--- src/hdl/rblc_pkg.sv ---
`default_nettype none
// ----------------------------------------------------------------------------
// ROM bank page cache package
// Sizes, transaction types, outcome codes and the slot entry layout shared by
// the cache controller and its checker; the tag memory is sized from them.
// ----------------------------------------------------------------------------
package rblc_pkg;

  localparam int SLOTS     = 4;
  localparam int BANK_BITS = 9;
  localparam int SLOT_W    = (SLOTS > 1) ? $clog2(SLOTS) : 1;
  localparam int STAMP_W   = 32;
  localparam int COUNT_W   = 32;

  localparam logic [1:0] OUTCOME_CURRENT = 2'd0;
  localparam logic [1:0] OUTCOME_HIT     = 2'd1;
  localparam logic [1:0] OUTCOME_MISS    = 2'd2;
  localparam logic [1:0] OUTCOME_INVAL   = 2'd3;

  localparam logic MODE_SELECT  = 1'b0;
  localparam logic MODE_NEW_ROM = 1'b1;

  typedef struct packed {
    logic       mode;
    logic [8:0] page_index;
  } in_t;

  typedef struct packed {
    logic [1:0]         outcome;
    logic [1:0]         slot;
    logic [COUNT_W-1:0] hit_count;
    logic [COUNT_W-1:0] miss_count;
  } out_t;

  typedef struct packed {
    logic [BANK_BITS-1:0] tag;
    logic [STAMP_W-1:0]   stamp;
  } entry_t;

  localparam int ENTRY_W = $bits(entry_t);

endpackage
`default_nettype wire

--- src/hdl/rblc_ram.sv ---
`default_nettype none
// ----------------------------------------------------------------------------
// Generic single-write, single-read RAM
// One write port and one read port with registered read data.
// ----------------------------------------------------------------------------
module rblc_ram #(
  parameter int WIDTH = 8,
  parameter int DEPTH = 4,
  localparam int AW = (DEPTH > 1) ? $clog2(DEPTH) : 1
) (
  input  wire logic                   clk,
  input  wire logic                   wr_en,
  input  wire logic [AW-1:0]          wr_addr,
  input  wire logic [WIDTH-1:0]       wr_data,
  input  wire logic                   rd_en,
  input  wire logic [AW-1:0]          rd_addr,
  output logic      [WIDTH-1:0]       rd_data
);

  logic [WIDTH-1:0] mem [DEPTH];

  always_ff @(posedge clk) begin
    if (wr_en) begin
      mem[wr_addr] <= wr_data;
    end
    if (rd_en) begin
      rd_data <= mem[rd_addr];
    end
  end

endmodule
`default_nettype wire

--- src/hdl/rom_bank_lru_page_cache.sv ---
`default_nettype none
// ----------------------------------------------------------------------------
// ROM bank LRU page cache
// Tag and replacement controller for a fully associative bank cache.
// ----------------------------------------------------------------------------
// Usage:
//   The in_ channel carries bank requests. A select transaction (mode 0)
//   names a bank; a new-ROM transaction (mode 1) invalidates the current bank
//   and keeps the cached tags. Every input transaction yields exactly one
//   result transaction on the out_ channel with the outcome, the slot hit or
//   filled and the running hit and miss counters.
//   Tags and use stamps live in a small RAM that is scanned one slot per
//   cycle. A transaction that needs a lookup scans the slots in S_SCAN
//   until a hit or the last slot and then passes through S_DONE into the
//   output register; an invalidation or a request for the current bank goes
//   from S_IDLE straight to S_DONE. The next transaction is accepted once
//   the previous result has moved to the output register, never earlier.
//   Reset empties every slot, clears the current bank and zeroes the use
//   clock and both counters. While out_stall is high the result is held
//   unchanged; a second result waits internally and in_stall stays high.
// ----------------------------------------------------------------------------
module rom_bank_lru_page_cache (
  input  wire logic           clk,
  input  wire logic           rst_n,
  input  wire logic           in_valid,
  output logic                in_stall,
  input  wire rblc_pkg::in_t  in_data,
  output logic                out_valid,
  input  wire logic           out_stall,
  output rblc_pkg::out_t      out_data
);

  typedef enum logic [1:0] {
    S_IDLE,
    S_SCAN,
    S_DONE
  } state_t;

  localparam logic [rblc_pkg::SLOT_W-1:0] LAST_SLOT = rblc_pkg::SLOT_W'(rblc_pkg::SLOTS - 1);

  state_t                             state_r, state_nxt;
  logic [rblc_pkg::SLOTS-1:0]         valid_r, valid_nxt;
  logic                               cur_valid_r, cur_valid_nxt;
  logic [rblc_pkg::BANK_BITS-1:0]     cur_bank_r, cur_bank_nxt;
  logic [rblc_pkg::BANK_BITS-1:0]     bank_r, bank_nxt;
  logic [rblc_pkg::STAMP_W-1:0]       clock_r, clock_nxt;
  logic [rblc_pkg::COUNT_W-1:0]       hits_r, hits_nxt;
  logic [rblc_pkg::COUNT_W-1:0]       misses_r, misses_nxt;
  logic [rblc_pkg::SLOT_W-1:0]        idx_r, idx_nxt;
  logic                               have_empty_r, have_empty_nxt;
  logic [rblc_pkg::SLOT_W-1:0]        empty_idx_r, empty_idx_nxt;
  logic [rblc_pkg::SLOT_W-1:0]        best_r, best_nxt;
  logic [rblc_pkg::STAMP_W-1:0]       best_stamp_r, best_stamp_nxt;
  rblc_pkg::out_t                     res_r, res_nxt;
  rblc_pkg::out_t                     out_r, out_nxt;
  logic                               out_valid_r, out_valid_nxt;

  logic                               wr_en;
  logic [rblc_pkg::SLOT_W-1:0]        wr_addr;
  rblc_pkg::entry_t                   wr_entry;
  logic [rblc_pkg::SLOT_W-1:0]        rd_addr;
  logic [rblc_pkg::ENTRY_W-1:0]       rd_data;
  rblc_pkg::entry_t                   ent;

  logic                               is_hit;
  logic                               any_empty;
  logic [rblc_pkg::SLOT_W-1:0]        empty_sel;
  logic                               less;
  logic [rblc_pkg::SLOT_W-1:0]        best_sel;
  logic [rblc_pkg::SLOT_W-1:0]        victim;
  logic [rblc_pkg::STAMP_W-1:0]       stamp_new;
  logic [rblc_pkg::BANK_BITS-1:0]     in_bank;
  logic                               in_fire;
  logic                               out_free;

  rblc_ram #(
    .WIDTH (rblc_pkg::ENTRY_W),
    .DEPTH (rblc_pkg::SLOTS)
  ) u_tag_ram (
    .clk     (clk),
    .wr_en   (wr_en),
    .wr_addr (wr_addr),
    .wr_data (wr_entry),
    .rd_en   (1'b1),
    .rd_addr (rd_addr),
    .rd_data (rd_data)
  );

  assign ent       = rblc_pkg::entry_t'(rd_data);
  assign in_stall  = (state_r != S_IDLE);
  assign in_fire   = in_valid && !in_stall;
  assign in_bank   = rblc_pkg::BANK_BITS'(in_data.page_index);
  assign out_free  = !out_valid_r || !out_stall;
  assign out_valid = out_valid_r;
  assign out_data  = out_r;

  assign is_hit    = valid_r[idx_r] && (ent.tag == bank_r);
  assign any_empty = have_empty_r || !valid_r[idx_r];
  assign empty_sel = have_empty_r ? empty_idx_r : idx_r;
  assign less      = ent.stamp < best_stamp_r;
  assign best_sel  = less ? idx_r : best_r;
  assign victim    = any_empty ? empty_sel : best_sel;
  assign stamp_new = clock_r + rblc_pkg::STAMP_W'(1);

  always_comb begin
    state_nxt      = state_r;
    valid_nxt      = valid_r;
    cur_valid_nxt  = cur_valid_r;
    cur_bank_nxt   = cur_bank_r;
    bank_nxt       = bank_r;
    clock_nxt      = clock_r;
    hits_nxt       = hits_r;
    misses_nxt     = misses_r;
    idx_nxt        = idx_r;
    have_empty_nxt = have_empty_r;
    empty_idx_nxt  = empty_idx_r;
    best_nxt       = best_r;
    best_stamp_nxt = best_stamp_r;
    res_nxt        = res_r;
    out_nxt        = out_r;
    out_valid_nxt  = out_valid_r && out_stall;
    wr_en          = 1'b0;
    wr_addr        = idx_r;
    wr_entry       = '{tag: bank_r, stamp: stamp_new};
    rd_addr        = idx_r + rblc_pkg::SLOT_W'(1);

    unique case (state_r)
      S_IDLE: begin
        rd_addr = '0;
        if (in_fire) begin
          bank_nxt           = in_bank;
          res_nxt.slot       = 2'd0;
          res_nxt.hit_count  = hits_r;
          res_nxt.miss_count = misses_r;
          if (in_data.mode == rblc_pkg::MODE_NEW_ROM) begin
            cur_valid_nxt   = 1'b0;
            res_nxt.outcome = rblc_pkg::OUTCOME_INVAL;
            state_nxt       = S_DONE;
          end else if (cur_valid_r && (cur_bank_r == in_bank)) begin
            res_nxt.outcome = rblc_pkg::OUTCOME_CURRENT;
            state_nxt       = S_DONE;
          end else begin
            idx_nxt        = '0;
            have_empty_nxt = 1'b0;
            empty_idx_nxt  = '0;
            best_nxt       = '0;
            best_stamp_nxt = '1;
            state_nxt      = S_SCAN;
          end
        end
      end
      S_SCAN: begin
        have_empty_nxt = any_empty;
        empty_idx_nxt  = empty_sel;
        best_nxt       = best_sel;
        best_stamp_nxt = less ? ent.stamp : best_stamp_r;
        idx_nxt        = idx_r + rblc_pkg::SLOT_W'(1);
        if (is_hit) begin
          wr_en              = 1'b1;
          wr_addr            = idx_r;
          clock_nxt          = stamp_new;
          hits_nxt           = hits_r + rblc_pkg::COUNT_W'(1);
          cur_valid_nxt      = 1'b1;
          cur_bank_nxt       = bank_r;
          res_nxt.outcome    = rblc_pkg::OUTCOME_HIT;
          res_nxt.slot       = 2'(idx_r);
          res_nxt.hit_count  = hits_r + rblc_pkg::COUNT_W'(1);
          res_nxt.miss_count = misses_r;
          state_nxt          = S_DONE;
        end else if (idx_r == LAST_SLOT) begin
          wr_en              = 1'b1;
          wr_addr            = victim;
          valid_nxt[victim]  = 1'b1;
          clock_nxt          = stamp_new;
          misses_nxt         = misses_r + rblc_pkg::COUNT_W'(1);
          cur_valid_nxt      = 1'b1;
          cur_bank_nxt       = bank_r;
          res_nxt.outcome    = rblc_pkg::OUTCOME_MISS;
          res_nxt.slot       = 2'(victim);
          res_nxt.hit_count  = hits_r;
          res_nxt.miss_count = misses_r + rblc_pkg::COUNT_W'(1);
          state_nxt          = S_DONE;
        end
      end
      S_DONE: begin
        if (out_free) begin
          out_nxt       = res_r;
          out_valid_nxt = 1'b1;
          state_nxt     = S_IDLE;
        end
      end
      default: begin
        state_nxt = S_IDLE;
      end
    endcase
  end

  always_ff @(posedge clk) begin
    if (!rst_n) begin
      state_r     <= S_IDLE;
      valid_r     <= '0;
      cur_valid_r <= 1'b0;
      cur_bank_r  <= '0;
      clock_r     <= '0;
      hits_r      <= '0;
      misses_r    <= '0;
      out_valid_r <= 1'b0;
    end else begin
      state_r     <= state_nxt;
      valid_r     <= valid_nxt;
      cur_valid_r <= cur_valid_nxt;
      cur_bank_r  <= cur_bank_nxt;
      clock_r     <= clock_nxt;
      hits_r      <= hits_nxt;
      misses_r    <= misses_nxt;
      out_valid_r <= out_valid_nxt;
    end
    bank_r       <= bank_nxt;
    idx_r        <= idx_nxt;
    have_empty_r <= have_empty_nxt;
    empty_idx_r  <= empty_idx_nxt;
    best_r       <= best_nxt;
    best_stamp_r <= best_stamp_nxt;
    res_r        <= res_nxt;
    out_r        <= out_nxt;
  end

endmodule
`default_nettype wire

--- config.mk ---
export PLATFORM = sky130hd
export DESIGN_NAME = rom_bank_lru_page_cache
export DESIGN_NICKNAME = d
export VERILOG_FILES = /design/src/hdl/rblc_pkg.sv /design/src/hdl/rblc_ram.sv /design/src/hdl/rom_bank_lru_page_cache.sv
export SDC_FILE = /design/constraint.sdc
export NUM_CORES = 1
export LEC_CHECK = 0
export ABC_AREA = 0
export BUFFER_PORTS_ARGS = -buffer_cell sky130_fd_sc_hd__buf_2
export CAP_MARGIN = 20
export CORE_UTILIZATION = 40
export CTS_CLUSTER_DIAMETER = 120
export DETAILED_ROUTE_END_ITERATION = 16
export PLACE_DENSITY = 0.59
export SYNTH_ARGS = -nofsm -noshare
export SYNTH_HDL_FRONTEND = slang
export SYNTH_HIERARCHICAL = 1
export SYNTH_SLANG_ARGS = --single-unit
--- constraint.sdc ---
create_clock -name clk -period 16.2 [get_ports clk]
set_input_delay 0 -clock clk [delete_from_list [all_inputs] [get_ports clk]]
set_output_delay 0 -clock clk [all_outputs]
set_load 0.01 [all_outputs]
==> impl_metrics.csv <==
group,metric,value,unit
timing,tightest_slew,1.02,ns
power,p_per_area,116,nW/µm²
global_routing,grt_pass1_vias,11000,
power,switching_power,0.602,mW
timing,hold_viol_final,0,
clock_network,clk_path_buf_depth,3,
hold_path,hp-class,"input pin to flip-flop",
synth,ys_warn_count,6,
route,drt_iter0_markers,705,
clock_network,cts.htree.levels,2,
cells_and_area,layout-drive-gt1-share,16.2,%
synth,synth_ff_type,"edfxtp_1",
power,p_int,2.15,mW
critical_path,path_cells,"ha_1 -> nand4_1 -> nor4_1 -> nand2_1 -> or2_2 -> a311oi_1 -> nor3_1 -> mux2_2 -> nor3b_2 -> buf_4",
global_routing,grt_use_met1,20.3,%
global_routing,antenna_found_initial,0,
global_routing,track_usage,14.5,%
floorplan,fp.dieW,229,µm
route,dr.pass1.iters,5,
floorplan,fp.dieH,229,µm
synth,synth_async_sr_flop_share,0,%
clock_network,clk_transition_reported_paths,0.06,ns
synth,synth.distinct_cells,67,
clock_network,cts_sinks,502,
critical_path,critical_path_class,"flip-flop to flip-flop",
place,dp.cells,2178,
synth,netlist_area,20500,µm²
critical_path,startpoint_type,"flip-flop",
clock_network,worstSkewPairLatency,0.59,ns
place,numPortBuffers,83,
floorplan,pin_count,84,
critical_path,arrival,4.63,ns
synth,synth-edff-count,389,
floorplan,initial_utilization,40.8,%
global_routing,grt_overflow,0,
global_routing,grt-busiest-layer,"met2",
power,max-vdd-ir-drop,0.0760,mV
global_routing,gr-usage-met3,2.62,%
synth,syn_inst,1420,
timing,maxSlewViolCount,0,
synth,ys_ff_latch,502,
flow_run,maxCapViolations,0,
route,drc,0,
synth,yosysMostFrequentCell,"edfxtp_1",
cells_and_area,fill_cells,4410,
synth,synth_area_per_cell,14.5,µm²
power,seqPwrFrac,53.1,%
synth,netlist_top_cells_count,"edfxtp_1 (389), nand2_1 (116), dfxtp_1 (113)",
route,wl_per_cell,16.4,µm
synth,synth_top_area_cell,"edfxtp_1",
place,dp_hpwl,24.0,mm
critical_path,cp_max_fo,33,
critical_path,cp-end-kind,"flip-flop",
cells_and_area,fin_cells,2284,
cells_and_area,area_growth,14.9,%
route,via_per_inst,4.87,
power,combinationalPowerShare,5.4,%
floorplan,core,50400,µm²
synth,ys_seq_area_share,67.9,%
timing,post-route-period-util,27.2,%
place,gp_congestion,0.785,
clock_network,cts_tree,"done",
global_routing,grt_max_degree,68,
critical_path,cpPeakStageDelay,0.70,ns
timing,finalCriticalPeriod,4.40,ns
floorplan,row_count,82,
global_routing,grt_pass1_wl,59.7,mm
timing,finalSetupViolations,0,
global_routing,gr-usage-met2,23.0,%
timing,setup_tns,0,ns
synth,synth.area.top_cells,"edfxtp_1 (57%), dfxtp_1 (11%), mux4_2 (4.5%), xnor2_1 (3.7%), xor2_1 (2.9%)",
critical_path,cp.buffers_inverters,1,
route,vias,11100,
route,drtAntennaViolNets,0,
route,drt-total-wl,37.5,mm
timing,fin_skew,0.0272,ns
power,clkPwrFrac,41.5,%
timing,rsz0062_at_grt,"no",
clock_network,ctsResizeCount,0,
cells_and_area,antenna_cells,0,
status,status,"finished clean",
timing,fmax,227,MHz
critical_path,slowest_stage,"nor3b_2",
power,swShare,21.9,%
power,leakage,8.48,nW
synth,synth_top_area_share,56.9,%
timing,slew_headroom,32.0,%
clock_network,root_buffer,"clkbuf_16",
clock_network,cts_buffers,51,
critical_path,critical-path-top-delay-family,"simple AND/OR/NAND/NOR gates",
floorplan,dieArea,52300,µm²
cells_and_area,final_nets,1620,
critical_path,worstPathRequired,16.42,ns
==> kinds of logic (layout without fill, tap and decap cells) <==
| logic type | count (synthesis) | in the layout | synth area share, % |
|---|---|---|---|
| xor gates and xnor gates | 153 | 153 | 6.52 |
| DFF | 502 | 502 | 67.9 |
| muxes | 50 | 50 | 5.02 |
| AOI/OAI and AO/OA | 102 | 102 | 3.31 |
| and+or+nand+nor | 474 | 474 | 12.8 |
| adders and majority gates | 35 | 35 | 2.13 |
| other | 1 | 41 | 0.0183 |
| buffers and inverters | 103 | 255 | 2.29 |
==> power by group through the flow <==
| stage | clock [mW] | sequential (mW) | combinational, mW |
|---|---|---|---|
| final | 1.14 | 1.46 | 0.149 |
| after global routing | 1.22 | 1.46 | 0.164 |
| after CTS | 1.18 | 1.46 | 0.153 |
| after detailed placement | 0 | 1.49 | 0.150 |
| after global placement | 0 | 1.49 | 0.147 |
| after floorplan | 0 | 1.49 | 0.0989 |
==> worst reg2reg max path, cell delays in order, from the launching register on <==
cell      delay, ns
edfxtp_1       0.38
ha_1           0.33
nand4_1        0.17
nor4_1         0.61
nand2_1        0.14
or2_2          0.33
a311oi_1       0.38
nor3_1         0.10
mux2_2         0.32
nor3b_2        0.70
buf_4          0.57
==> worst paths after layout <==
| kind | from | end | slack, ns | depth (start not counted) |
|---|---|---|---|---|
| setup / recovery | u_tag_ram/rd_data[30] | u_tag_ram/mem[0][16] | 11.80 | 10 |
| hold reg to reg | res_r[61] | out_data[61] | 0.41 | 0 |
| hold / removal | rst_n | cur_bank_r[3] | 0.09 | 2 |
| setup reg to reg | u_tag_ram/rd_data[30] | u_tag_ram/mem[0][16] | 11.80 | 10 |
==> flip-flops by register name (all words and copies together) (netlist names), 32 cells and up <==
name,count
out_data,68
hits_r,32
u_tag_ram/rd_data,41
u_tag_ram/mem,164
best_stamp_r,32
clock_r,32
res_r,68
misses_r,32
==> per-stage QoR <==
step / hold slack (ns) / util (%) / instance area, µm² / setup WS (ns) / total power [mW]
after floorplan: 0.0989 / - / 20700 / 10.17 / 1.59
after global routing: 0.138 / 46.9 / 23600 / 11.39 / 2.85
after detailed placement: 0.207 / 43.4 / 21900 / 11.71 / 1.64
after CTS: 0.0889 / 46.9 / 23600 / 11.68 / 2.79
after global placement: 0.206 / 43.4 / 21900 / 11.78 / 1.63
final: 0.0865 / 46.9 / 23600 / 11.80 / 2.75
==> layer usage <==
metal  share of wire (%)  up-vias
met5                   0        -
met4                 1.5        0
met3                 3.8       43
met2                  46      170
met1                  48     5465
li1                    -     5440
==> area by class of cell <==
cell class              count  area, µm²  share of cell area, %
clock buffers              59       1320                   5.58
multi-input cells         855       6340                   26.9
clock inverters            35        320                   1.36
flip-flops and latches    502      13900                   59.1
well taps                 672        841                   3.56
repair buffers            111        656                   2.78
inverters                  50        188                  0.795
==> repair_timing <==
| item | in CTS | in global routing |
|---|---|---|
| endpoints found under the hold margin | 16 | 0 |
| setup buffers | 0 | 0 |
| hold buffers | 12 | 0 |
| setup endpoints to repair | 0 | 0 |
==> layout by cell type, fill, tap and decap left out, types with 41 or more instances in the layout <==
cell	n
nand2b_1	42
xnor2_1	86
inv_1	48
mux4_2	41
edfxtp_1	389
buf_2	83
and2_1	74
conb_1	41
dfxtp_1	113
clkbuf_16	51
xor2_1	67
nand3_1	46
nor2_1	45
nand2_1	115
Note: power is estimated with default switching activity, not from simulation.
